`src/design/ole_pkg.sv`:
```
package ole_pkg;

  localparam int unsigned DEPTH     = 16;
  localparam int unsigned IDX_W     = $clog2(DEPTH);
  localparam int unsigned CNT_W     = $clog2(DEPTH + 1);
  localparam int unsigned DATA_W    = 32;
  localparam int unsigned CMD_W     = 3;
  localparam int unsigned POS_W     = 5;
  localparam int unsigned MATCH_W   = 5;
  localparam int unsigned STAT_W    = 2;
  localparam int unsigned LEN_W     = 5;
  localparam int unsigned CMP_W     = (CNT_W > POS_W) ? CNT_W : POS_W;

  localparam int unsigned IN_FLD_W  = CMD_W + DATA_W + POS_W;
  localparam int unsigned IN_TDATA_W  = ((IN_FLD_W + 7) / 8) * 8;
  localparam int unsigned OUT_FLD_W = 3 * DATA_W + MATCH_W + STAT_W + LEN_W;
  localparam int unsigned OUT_TDATA_W = ((OUT_FLD_W + 7) / 8) * 8;
  localparam int unsigned OUT_PAD_W = OUT_TDATA_W - OUT_FLD_W;

  typedef enum logic [CMD_W-1:0] {
    CMD_PUSH_FRONT = 3'd0,
    CMD_PUSH_END   = 3'd1,
    CMD_INSERT_AT  = 3'd2,
    CMD_POP_FRONT  = 3'd3,
    CMD_POP_END    = 3'd4,
    CMD_ERASE_ALL  = 3'd5,
    CMD_COUNT      = 3'd6
  } cmd_e;

  typedef enum logic [STAT_W-1:0] {
    ST_OK      = 2'd0,
    ST_EMPTY   = 2'd1,
    ST_BAD_IDX = 2'd2,
    ST_FULL    = 2'd3
  } status_e;

endpackage

```
`src/design/ole_ram.sv`:
```
module ole_ram #(
  parameter int unsigned WIDTH = 32,
  parameter int unsigned DEPTH = 16
) (
  input  logic                     clk_i,
  input  logic                     we_i,
  input  logic [$clog2(DEPTH)-1:0] waddr_i,
  input  logic [WIDTH-1:0]         wdata_i,
  input  logic                     re_i,
  input  logic [$clog2(DEPTH)-1:0] raddr_i,
  output logic [WIDTH-1:0]         rdata_o
);

  logic [WIDTH-1:0] mem_q [DEPTH];
  logic [WIDTH-1:0] rdata_q;

  always_ff @(posedge clk_i) begin
    if (we_i) begin
      mem_q[waddr_i] <= wdata_i;
    end
    if (re_i) begin
      rdata_q <= mem_q[raddr_i];
    end
  end

  assign rdata_o = rdata_q;

endmodule

```
`src/design/ordered_list_engine.sv`:
```
// Channel  Dir  Handshake                    Payload
// s_axis   in   s_axis_tvalid/s_axis_tready  command, value, position
// m_axis   out  m_axis_tvalid/m_axis_tready  popped_value, match_count, status,
//                                            length, front_value, back_value
// One item at a time; s_axis_tready is high only while the sequencer is idle.
// Push/insert moves the entries from the position up one place, one entry
// moved per cycle; pop front, erase and count scan the list, one entry read
// per cycle through the single RAM read port and one shared 32-bit
// comparator; pop end reads the last entry; all end reading front and back.
// Reset clears the state, the count and the valid flags; RAM contents past the count are never used.
// A result waits in the output register; the next item is taken meanwhile and
// only its final step waits for m_axis_tready.
module ordered_list_engine (
  input  logic                                clk_i,
  input  logic                                rst_ni,
  input  logic                                s_axis_tvalid,
  output logic                                s_axis_tready,
  // command[2:0], value[34:3], position[39:35]
  input  logic [ole_pkg::IN_TDATA_W-1:0]      s_axis_tdata,
  output logic                                m_axis_tvalid,
  input  logic                                m_axis_tready,
  // popped_value[31:0], match_count[36:32], status[38:37], length[43:39],
  // front_value[75:44], back_value[107:76], zero[111:108]
  output logic [ole_pkg::OUT_TDATA_W-1:0]     m_axis_tdata
);

  localparam int unsigned IDX_W  = ole_pkg::IDX_W;
  localparam int unsigned CNT_W  = ole_pkg::CNT_W;
  localparam int unsigned DATA_W = ole_pkg::DATA_W;
  localparam int unsigned CMP_W  = ole_pkg::CMP_W;
  localparam int unsigned CMD_W  = ole_pkg::CMD_W;
  localparam int unsigned POS_W  = ole_pkg::POS_W;

  typedef enum logic [3:0] {
    S_IDLE,
    S_SHIFT,
    S_PUT,
    S_SCAN,
    S_POPE,
    S_POPE_W,
    S_FRONT,
    S_BACK,
    S_FIN
  } state_e;

  state_e                          state_q, state_d;
  ole_pkg::cmd_e                   cmd_q, cmd_d;
  ole_pkg::status_e                status_q, status_d;
  logic [DATA_W-1:0]               val_q, val_d;
  logic [IDX_W-1:0]                idx_q, idx_d;
  logic [CNT_W-1:0]                cnt_q, cnt_d;
  logic [CNT_W-1:0]                rd_ptr_q, rd_ptr_d;
  logic [IDX_W-1:0]                wr_ptr_q, wr_ptr_d;
  logic [CNT_W-1:0]                kept_q, kept_d;
  logic [CNT_W-1:0]                left_q, left_d;
  logic [CNT_W-1:0]                match_q, match_d;
  logic                            vld_q, vld_d;
  logic                            first_q, first_d;
  logic [DATA_W-1:0]               popped_q, popped_d;
  logic [DATA_W-1:0]               front_q, front_d;
  logic                            m_valid_q, m_valid_d;
  logic [ole_pkg::OUT_TDATA_W-1:0] m_data_q, m_data_d;

  logic                            ram_we, ram_re;
  logic [IDX_W-1:0]                ram_waddr, ram_raddr;
  logic [DATA_W-1:0]               ram_wdata, ram_rdata;

  ole_pkg::cmd_e                   in_cmd;
  logic [DATA_W-1:0]               in_val;
  logic [POS_W-1:0]                in_pos;
  logic                            accept;
  logic                            is_full, is_empty;
  logic                            eq, drop;
  logic [CNT_W-1:0]                kept_nx;
  logic [DATA_W-1:0]               back_val;

  assign in_cmd   = ole_pkg::cmd_e'(s_axis_tdata[CMD_W-1:0]);
  assign in_val   = s_axis_tdata[CMD_W+DATA_W-1:CMD_W];
  assign in_pos   = s_axis_tdata[CMD_W+DATA_W+POS_W-1:CMD_W+DATA_W];
  assign accept   = s_axis_tvalid && s_axis_tready;
  assign is_full  = (cnt_q == CNT_W'(ole_pkg::DEPTH));
  assign is_empty = (cnt_q == '0);
  assign eq       = (ram_rdata == val_q);
  assign back_val = is_empty ? '1 : ram_rdata;

  ole_ram #(
    .WIDTH(DATA_W),
    .DEPTH(ole_pkg::DEPTH)
  ) u_ram (
    .clk_i  (clk_i),
    .we_i   (ram_we),
    .waddr_i(ram_waddr),
    .wdata_i(ram_wdata),
    .re_i   (ram_re),
    .raddr_i(ram_raddr),
    .rdata_o(ram_rdata)
  );

  always_comb begin
    state_d   = state_q;
    cmd_d     = cmd_q;
    status_d  = status_q;
    val_d     = val_q;
    idx_d     = idx_q;
    cnt_d     = cnt_q;
    rd_ptr_d  = rd_ptr_q;
    wr_ptr_d  = wr_ptr_q;
    kept_d    = kept_q;
    left_d    = left_q;
    match_d   = match_q;
    vld_d     = vld_q;
    first_d   = first_q;
    popped_d  = popped_q;
    front_d   = front_q;
    m_valid_d = m_valid_q && !m_axis_tready;
    m_data_d  = m_data_q;
    ram_we    = 1'b0;
    ram_waddr = '0;
    ram_wdata = ram_rdata;
    ram_re    = 1'b0;
    ram_raddr = '0;
    drop      = 1'b0;
    kept_nx   = kept_q;

    unique case (state_q)
      S_IDLE: begin
        if (accept) begin
          cmd_d    = in_cmd;
          val_d    = in_val;
          status_d = ole_pkg::ST_OK;
          match_d  = '0;
          popped_d = '0;
          rd_ptr_d = '0;
          kept_d   = '0;
          vld_d    = 1'b0;
          first_d  = 1'b1;
          state_d  = S_FRONT;
          unique case (in_cmd) inside
            ole_pkg::CMD_PUSH_FRONT, ole_pkg::CMD_PUSH_END: begin
              if (is_full) begin
                status_d = ole_pkg::ST_FULL;
              end else begin
                idx_d    = (in_cmd == ole_pkg::CMD_PUSH_FRONT) ? '0 : IDX_W'(cnt_q);
                left_d   = (in_cmd == ole_pkg::CMD_PUSH_FRONT) ? cnt_q : '0;
                rd_ptr_d = cnt_q - 1'b1;
                state_d  = S_SHIFT;
              end
            end
            ole_pkg::CMD_INSERT_AT: begin
              if (CMP_W'(in_pos) > CMP_W'(cnt_q)) begin
                status_d = ole_pkg::ST_BAD_IDX;
              end else if (is_full) begin
                status_d = ole_pkg::ST_FULL;
              end else begin
                idx_d    = IDX_W'(in_pos);
                left_d   = CNT_W'(CMP_W'(cnt_q) - CMP_W'(in_pos));
                rd_ptr_d = cnt_q - 1'b1;
                state_d  = S_SHIFT;
              end
            end
            ole_pkg::CMD_POP_FRONT, ole_pkg::CMD_POP_END: begin
              if (is_empty) begin
                popped_d = '1;
                status_d = ole_pkg::ST_EMPTY;
              end else begin
                state_d = (in_cmd == ole_pkg::CMD_POP_FRONT) ? S_SCAN : S_POPE;
              end
            end
            ole_pkg::CMD_ERASE_ALL, ole_pkg::CMD_COUNT: begin
              state_d = S_SCAN;
            end
            default: begin
              state_d = S_FRONT;
            end
          endcase
        end
      end

      S_SHIFT: begin
        // read entry rd, write it one place up on the next cycle
        ram_we    = vld_q;
        ram_waddr = wr_ptr_q;
        if (left_q != '0) begin
          ram_re    = 1'b1;
          ram_raddr = rd_ptr_q[IDX_W-1:0];
          wr_ptr_d  = rd_ptr_q[IDX_W-1:0] + 1'b1;
          rd_ptr_d  = rd_ptr_q - 1'b1;
          left_d    = left_q - 1'b1;
          vld_d     = 1'b1;
        end else begin
          vld_d   = 1'b0;
          state_d = S_PUT;
        end
      end

      S_PUT: begin
        ram_we    = 1'b1;
        ram_waddr = idx_q;
        ram_wdata = val_q;
        cnt_d     = cnt_q + 1'b1;
        state_d   = S_FRONT;
      end

      S_SCAN: begin
        if (vld_q) begin
          drop = (cmd_q == ole_pkg::CMD_POP_FRONT) ? first_q : eq;
          if (cmd_q == ole_pkg::CMD_POP_FRONT && first_q) begin
            popped_d = ram_rdata;
          end
          first_d = 1'b0;
          if (drop && cmd_q != ole_pkg::CMD_POP_FRONT) begin
            match_d = match_q + 1'b1;
          end
          if (!drop && cmd_q != ole_pkg::CMD_COUNT) begin
            ram_we    = 1'b1;
            ram_waddr = kept_q[IDX_W-1:0];
            kept_nx   = kept_q + 1'b1;
          end
        end
        kept_d = kept_nx;
        if (rd_ptr_q != cnt_q) begin
          ram_re    = 1'b1;
          ram_raddr = rd_ptr_q[IDX_W-1:0];
          rd_ptr_d  = rd_ptr_q + 1'b1;
          vld_d     = 1'b1;
        end else begin
          vld_d   = 1'b0;
          cnt_d   = (cmd_q == ole_pkg::CMD_COUNT) ? cnt_q : kept_nx;
          state_d = S_FRONT;
        end
      end

      S_POPE: begin
        ram_re    = 1'b1;
        ram_raddr = IDX_W'(cnt_q - 1'b1);
        state_d   = S_POPE_W;
      end

      S_POPE_W: begin
        popped_d = ram_rdata;
        cnt_d    = cnt_q - 1'b1;
        state_d  = S_FRONT;
      end

      S_FRONT: begin
        ram_re    = 1'b1;
        ram_raddr = '0;
        state_d   = S_BACK;
      end

      S_BACK: begin
        front_d   = is_empty ? '1 : ram_rdata;
        ram_re    = 1'b1;
        ram_raddr = IDX_W'(cnt_q - 1'b1);
        state_d   = S_FIN;
      end

      S_FIN: begin
        if (!m_valid_q || m_axis_tready) begin
          m_valid_d = 1'b1;
          m_data_d  = {{ole_pkg::OUT_PAD_W{1'b0}}, back_val, front_q,
                       ole_pkg::LEN_W'(cnt_q), status_q,
                       ole_pkg::MATCH_W'(match_q), popped_q};
          state_d   = S_IDLE;
        end
      end

      default: begin
        state_d = S_IDLE;
      end
    endcase
  end

  always_ff @(posedge clk_i or negedge rst_ni) begin
    if (!rst_ni) begin
      state_q   <= S_IDLE;
      cnt_q     <= '0;
      vld_q     <= 1'b0;
      m_valid_q <= 1'b0;
    end else begin
      state_q   <= state_d;
      cnt_q     <= cnt_d;
      vld_q     <= vld_d;
      m_valid_q <= m_valid_d;
    end
  end

  always_ff @(posedge clk_i) begin
    cmd_q    <= cmd_d;
    status_q <= status_d;
    val_q    <= val_d;
    idx_q    <= idx_d;
    rd_ptr_q <= rd_ptr_d;
    wr_ptr_q <= wr_ptr_d;
    kept_q   <= kept_d;
    left_q   <= left_d;
    match_q  <= match_d;
    first_q  <= first_d;
    popped_q <= popped_d;
    front_q  <= front_d;
    m_data_q <= m_data_d;
  end

  assign s_axis_tready = (state_q == S_IDLE);
  assign m_axis_tvalid = m_valid_q;
  assign m_axis_tdata  = m_data_q;

  a_cnt_bound: assert property (@(posedge clk_i) disable iff (!rst_ni)
    cnt_q <= CNT_W'(ole_pkg::DEPTH))
    else $error("entry count above capacity");

  a_put_not_full: assert property (@(posedge clk_i) disable iff (!rst_ni)
    state_q == S_PUT |-> cnt_q < CNT_W'(ole_pkg::DEPTH))
    else $error("insert into full list");

  a_grow_only_on_put: assert property (@(posedge clk_i) disable iff (!rst_ni)
    state_q != S_PUT |=> cnt_q <= $past(cnt_q))
    else $error("count grew outside insert step");

  a_write_in_range: assert property (@(posedge clk_i) disable iff (!rst_ni)
    ram_we |-> CNT_W'(ram_waddr) <= cnt_q)
    else $error("RAM write beyond list end");

  a_fin_holds: assert property (@(posedge clk_i) disable iff (!rst_ni)
    state_q == S_FIN && m_valid_q && !m_axis_tready |=> state_q == S_FIN)
    else $error("result dropped over a pending one");

endmodule

```
`config.mk`:
```
export PLATFORM = sky130hd
export DESIGN_NAME = ordered_list_engine
export DESIGN_NICKNAME = d
export VERILOG_FILES = /design/src/design/ole_pkg.sv /design/src/design/ole_ram.sv /design/src/design/ordered_list_engine.sv
export SDC_FILE = /design/constraint.sdc
export NUM_CORES = 1
export LEC_CHECK = 0
export ABC_AREA = 1
export BUFFER_PORTS_ARGS = -buffer_cell sky130_fd_sc_hd__buf_2
export CAP_MARGIN = 15
export CORE_MARGIN = 2
export CORE_UTILIZATION = 48
export CTS_BUF_LIST = sky130_fd_sc_hd__clkbuf_4 sky130_fd_sc_hd__clkbuf_8 sky130_fd_sc_hd__clkbuf_16
export CTS_CLUSTER_DIAMETER = 150
export DETAILED_ROUTE_END_ITERATION = 8
export PLACE_DENSITY = 0.7
export SLEW_MARGIN = 20
export SYNTH_ARGS = -nofsm -noshare
export SYNTH_HDL_FRONTEND = slang
export SYNTH_HIERARCHICAL = 1
export SYNTH_SLANG_ARGS = --single-unit
```
`constraint.sdc`:
```
create_clock -name clk_i -period 6.9 [get_ports clk_i]
set_input_delay 1.035 -clock clk_i [delete_from_list [all_inputs] [get_ports clk_i]]
set_output_delay 1.035 -clock clk_i [all_outputs]
set_load 0.03 [all_outputs]
```
After elaboration in Yosys (flattened, before gate mapping)

Memory sizes are Yosys's and may differ from the RTL's. A register that Yosys moved wholly into a read port is not among the register bits.
Index checks and enable logic that the tools add are counted.

Memories: 1
Flip-flop bits (word level): 249
Input bits: 44
Output and inout port bits: 114
Word-level logic and storage cells: 178
Bits in writable memories: 512

Memories:

| memory      | words | width | read ports | clocked after memory_dff | write ports | RTL line      | RTL |
|---|---|---|---|---|---|---|---|
| u_ram.mem_q | 16    | 32    | 1          | 1                        | 1           | ole_ram.sv:14 | `logic [WIDTH-1:0] mem_q [DEPTH];` |

Order comparisons: 1
Reductions and logical operators: 38
$add $sub $neg: 9
Eq/ne operators: 38
Multiplexer cells: 74

Operators with widths:

| cell                                                                | number |
|---|---|
| 32-bit 2-to-1 mux                                                   | 7 |
| 32-bit one-hot mux with 3 select lines                              | 1 |
| 5-bit 2-to-1 mux                                                    | 18 |
| 4-bit 2-to-1 mux                                                    | 13 |
| 5-bit one-hot mux with 2 select lines                               | 5 |
| 32-bit == test                                                      | 1 |
| 4-bit one-hot mux with 8 select lines                               | 1 |
| 5-bit one-hot mux with 3 select lines                               | 2 |
| 2-bit inequality test (second input constant)                       | 12 |
| 4-bit one-hot mux with 3 select lines                               | 2 |
| 5-bit by 1-bit adder with 5-bit output (second input constant)      | 4 |
| 4-bit by 3-bit == test with 1-bit output (second input constant)    | 4 |
| 4-bit one-hot mux with 4 select lines                               | 1 |
| 4-bit AND reduction                                                 | 4 |
| 5-bit by 1-bit subtractor with 5-bit output (second input constant) | 3 |
| 1-bit 2-to-1 mux                                                    | 13 |
| 3-bit == test (second input constant)                               | 4 |
| 3-bit inequality test (second input constant)                       | 4 |
| 2-bit AND reduction                                                 | 5 |
| 2-bit OR reduction                                                  | 5 |
| 3-bit by 2-bit == test with 1-bit output (second input constant)    | 3 |
| 3-bit 2-to-1 mux                                                    | 3 |
| 1-bit one-hot mux with 3 select lines                               | 3 |
| 3-bit nonzero test                                                  | 3 |
| 28 further kinds                                                    | 39 |

Longest topological paths before layout

Depth after elaboration: 9
Depth in mapped cells: 18
Depth with buffers taken out: 15

By module

The synthesis kept the hierarchy.

By module, submodules not included:

| module              | sequential area each (sq um) | cells each | area each (sq um) | instances |
|---|---|---|---|---|
| ole_ram             | 16335.7                      | 2120       | 23050.9           | 1 |
| ordered_list_engine | 7422.1                       | 933        | 10747.8           | 1 |

Least setup slack after synthesis

OpenSTA, ideal clock, no wires.

Kind: input -> register
Start: in m_axis_tready
End: reg m_data_q, in the netlist m_axis_tdata[0] (enable)
Slack: -20 ps
Arrival: 6309 ps
Cell stages on the path: 2
Library setup time: 611 ps
Cells stage by stage: inv_1 > a21oi_1

Word-level cells in the longest chain between the ends: 2

Ends and longest elaborated chain:

| what                                 | RTL line                   | RTL |
|---|---|---|
| start, declared                      | ordered_list_engine.sv:21  | `input logic m_axis_tready,` |
| 1-bit logical OR                     | ordered_list_engine.sv:259 | `if (!m_valid_q \|\| m_axis_tready) begin` |
| 2-bit AND reduction (no source line) | --                         |  |
| end signal, assigned                 | ordered_list_engine.sv:301 | `m_data_q <= m_data_d;` |
| end, declared                        | ordered_list_engine.sv:62  | `logic [ole_pkg::OUT_TDATA_W-1:0] m_data_q, m_data_d;` |

Every way passes these cells.
A chain may end at the register's enable or synchronous reset.

Worst setup path in the final report

Start: reg state_q[3]
End: reg u_ram.rdata_q[8], in the netlist u_ram/rdata_o[8], read port of u_ram.mem_q, data pin

Word-level cells in the longest chain between the ends: 3

Ends and longest elaborated chain:

| what                                      | RTL line                   | RTL |
|---|---|---|
| start, declared                           | ordered_list_engine.sv:46  | `state_e state_q, state_d;` |
| start signal, assigned                    | ordered_list_engine.sv:281 | `state_q <= state_d;` |
| 4-bit by 3-bit == test with 1-bit output  | ordered_list_engine.sv:125 | `unique case (state_q)` |
| 2-bit OR reduction (no source line)       | --                         |  |
| 4-bit one-hot mux with 3 select lines (*) | ordered_list_engine.sv:125 |  |
| net ram_raddr[0]                          | ordered_list_engine.sv:65  | `logic [IDX_W-1:0] ram_waddr, ram_raddr;` |
| end, declared                             | ole_ram.sv:15              | `logic [WIDTH-1:0] rdata_q;` |

Mark *: on every way through the listed nets, which the timed path passes. The rest lies on a longest branch.

==> results.cfg <==
[sta]
period_needed_ns = 4.47
slew_viol_final = 0
max_slew.worst_pin.slew_ns = 1.13
fin_hold_ws_ns = 0.294
setup_viol = 0
max_freq_mhz = 224
hold_violations = 0
post-route-period-util_pct = 64.8
rsz0062_at_grt = false
clock_skew_ns = 0.0193
finalSetupTns_ns = 0
slew_headroom_pct = 24.7

[yosys]
synth_top_family_by_area = simple AND/OR/NAND/NOR gates
syn_area_um2 = 33800
synth_compound_area_share_pct = 2.11
synth.yosys.seq_area_share_pct = 70.3
synth_cell_types = 45
yosysWarnings = 6
synth_ff_type = edfxtp_1
ys_async_sr_fraction_pct = 1.39
synthCells = 3053
yosys-mux-area-fraction_pct = 0
synth_simple_gate_area_share_pct = 17.7
ys_ff_latch = 793
synth_top_area_cell = edfxtp_1
synth_area_per_cell_um2 = 11.1
synth_adder_area_share_pct = 0.711
synthXorXnorAreaFrac_pct = 0.959
synth-edff-count = 782
ys_top_cells_by_area = edfxtp_1 69%, nand2_1 9.8%, nand3_1 6.1%
synth_top_area_share_pct = 69.5

[setup_path]
startpoint = state_q[3]
arrival_ns = 4.85
start_kind = register
critical_path.slowest_cell = o22ai_4
critPathKind = register to register
crit_top_cell = nand2_1
end_kind = register
cp_data_required_time_ns = 7.27
cp_cell_sequence = nor2_2 > inv_2 > nor2_2 > nand2_1 > inv_2 > nor2_2 > o22ai_4 > inv_6 > buf_4 > nand2_1 > nand2_1 > nand2_1 > nand3_1 > nand3_1 > nand2_1
critPathMaxStageDelay_ns = 0.81
rr_startpoint = state_q[3]
cp_max_fo = 136

[detailed_routing]
drtIter0Drc = 2471
drc = 0
postRouteAntennaNets = 0
wl_per_cell_um = 19.0
dr.pass1.iters = 8
viasPerCell = 5.18
num_vias = 21800
wl_mm = 80.0

[cells_and_area]
antenna_cells = 0
instances_no_fill = 4206
fin_nets = 3273
fin_util_pct = 54.3
multi_input_area_um2 = 7530
fillers = 5807
area_delta_synth_final_pct = 12.3
layout-drive-gt1-share_pct = 11.8
seqCellArea_um2 = 23800
fin_area_um2 = 37900

[clock_tree]
cts_tree = done
numCtsBuffers = 74
post_cts_buffers = 0
cts_hold_buf = 0
clockBufferDepth = 3
cts_root_buffer = clkbuf_16
cts_resized = 0
clk_latency_ns = 0.62
htree_levels = 3
cts.sinks = 793
path_clk_slew_ns = 0.07

[pwr]
power.density_nw_per_um2 = 491
ir_worst_vdd_mv = 0.458
sw_frac_of_total_pct = 39.6
power_frac_clock_pct = 21.1
p_leak_uw = 0.0157
p_sw_uw = 7380
internal_power_uw = 11300
seqPwrFrac_pct = 40.4
combPwrFrac_pct = 38.5

[placement]
placedCellCount = 4075
hpwl_mm = 46.2
post_dp_cell_area_um2 = 35600
port_buffers = 153
gp_congestion = 0.943

[floorplan]
initial_core_util_pct = 48.3
core-area_um2 = 69900
die_area_um2 = 72600
ioPinCount = 158
rows = 97
die_w_um = 269
die_h_um = 269

[grt]
grt_pass1_wl_mm = 122
grt_overflow_total = 0
grt_max_degree = 137
antenna_found_initial = 0
grt_pass1_vias = 20400
grt_usage_pct = 21.9

[run_status]
status = complete, no violations

[job]
maxCapViolations = 0

[hold_path]
min_path_type = input pin to asynchronous set/reset pin
-- power by group through the flow --
| stage | clock (uW) | sequential, uW | combinational [uW] |
|---|---|---|---|
| 2_1_floorplan | 0 | 7560 | 4960 |
| 3_3_place_gp | 0 | 7600 | 6960 |
| 3_5_place_dp | 0 | 7620 | 7040 |
| 4_1_cts | 4000 | 7520 | 7090 |
| 5_1_grt | 4180 | 7580 | 7950 |
| 6_report | 3940 | 7530 | 7170 |
-- stage by stage --
stage	power [uW]	worst slack (ns)
finish	18600	2.43
global route	19700	2.07
CTS	18600	2.50
detailed placement	14700	2.54
global placement	14600	2.65
floorplan	12500	0.725
-- critical path, delay by kind of cell (launching register included) --
| kind | cells | cell delay, ns |
|---|---|---|
| compound gates | 1 | 0.81 |
| buf+inv | 4 | 1.41 |
| flops | 1 | 0.42 |
| simple gates | 10 | 1.51 |
-- cell usage in the layout, fill, tap and decap left out, types with 3 or more instances in the layout --
cell / instances
nor3_1: 4
o22ai_1: 9
nor4_1: 3
xor2_1: 14
clkinv_1: 22
clkbuf_16: 76
clkinvlp_4: 3
buf_2: 153
buf_4: 57
o21ai_1: 7
a21oi_2: 4
nand4_1: 10
inv_6: 5
nor3_2: 3
clkinv_8: 3
inv_2: 7
nor2_1: 71
conb_1: 4
xnor2_1: 23
bufinv_16: 4
dfrtp_1: 11
inv_1: 501
nand3_1: 413
clkbuf_4: 10
ha_1: 16
a21oi_1: 10
edfxtp_1: 782
nand3b_1: 4
o211ai_1: 4
o21ai_2: 8
clkinv_2: 12
nor2_2: 9
nand2_1: 884
o21ai_0: 77
nor2_4: 19
-- layer usage --
layer | global-route usage [%] | up-vias | wire length, um
li1 | - | 10300 | -
met1 | 31.1 | 10300 | 33200
met2 | 34.8 | 1016 | 37100
met3 | 2.48 | 157 | 6890
met4 | 8.85 | 0 | 2770
met5 | 0 | - | 0
-- synth_stat cells (14+ instances only) --
cell type and number:
ha_1 16, buf_1 17, xor2_1 14, buf_6 30
nor2_1 90, edfxtp_1 782, buf_2 48, xnor2_1 23
nand2_1 885, o21ai_0 91, nand3_1 413, clkbuf_1 24
inv_1 502
-- path summary, 6_finish.rpt --
path | end | slack (ns) | depth (start not counted)
max in group asynchronous | vld_q | 6.37 | 1
worst max register to register | u_ram/rdata_o[8] | 2.43 | 15
min in group clk_i | m_axis_tdata[50] | 0.41 | 0
worst min-delay path | cnt_q[0] | 0.29 | 1
worst max-delay path | u_ram/rdata_o[8] | 2.43 | 15
worst min register to register | m_axis_tdata[50] | 0.41 | 0
-- sequential cells by signal, summed over array words and instances (netlist names) --
name           cells
state_q            4
vld_q              1
cmd_q              3
cnt_q              5
m_axis_tdata     108
match_q            5
u_ram/mem_q      512
val_q             32
u_ram/rdata_o     32
first_q            1
wr_ptr_q           4
popped_q          32
left_q             5
kept_q             5
idx_q              4
rd_ptr_q           5
m_axis_tvalid      1
front_q           32
status_q           2
-- area by class of cell --
| cell class | instances | share of cell area [%] |
|---|---|---|
| Inverter | 514 | 5.12 |
| Sequential cell | 793 | 62.6 |
| Multi-Input combinational cell | 1618 | 19.9 |
| Tap cell | 940 | 3.10 |
| Clock buffer | 86 | 5.21 |
| Timing Repair Buffer | 210 | 3.15 |
| Clock inverter | 45 | 0.950 |
-- cell families (layout without fill, tap and decap cells) --
family                     Yosys count  after routing
AOI/OAI and AO/OA                  131            131
adders and majority gates           18             18
other                                1              4
xor gates and xnor gates            37             37
and+or+nand+nor                   1428           1428
DFF                                793            793
buffers and inverters              645            855
No activity file was read; power rests on OpenSTA's default activity.
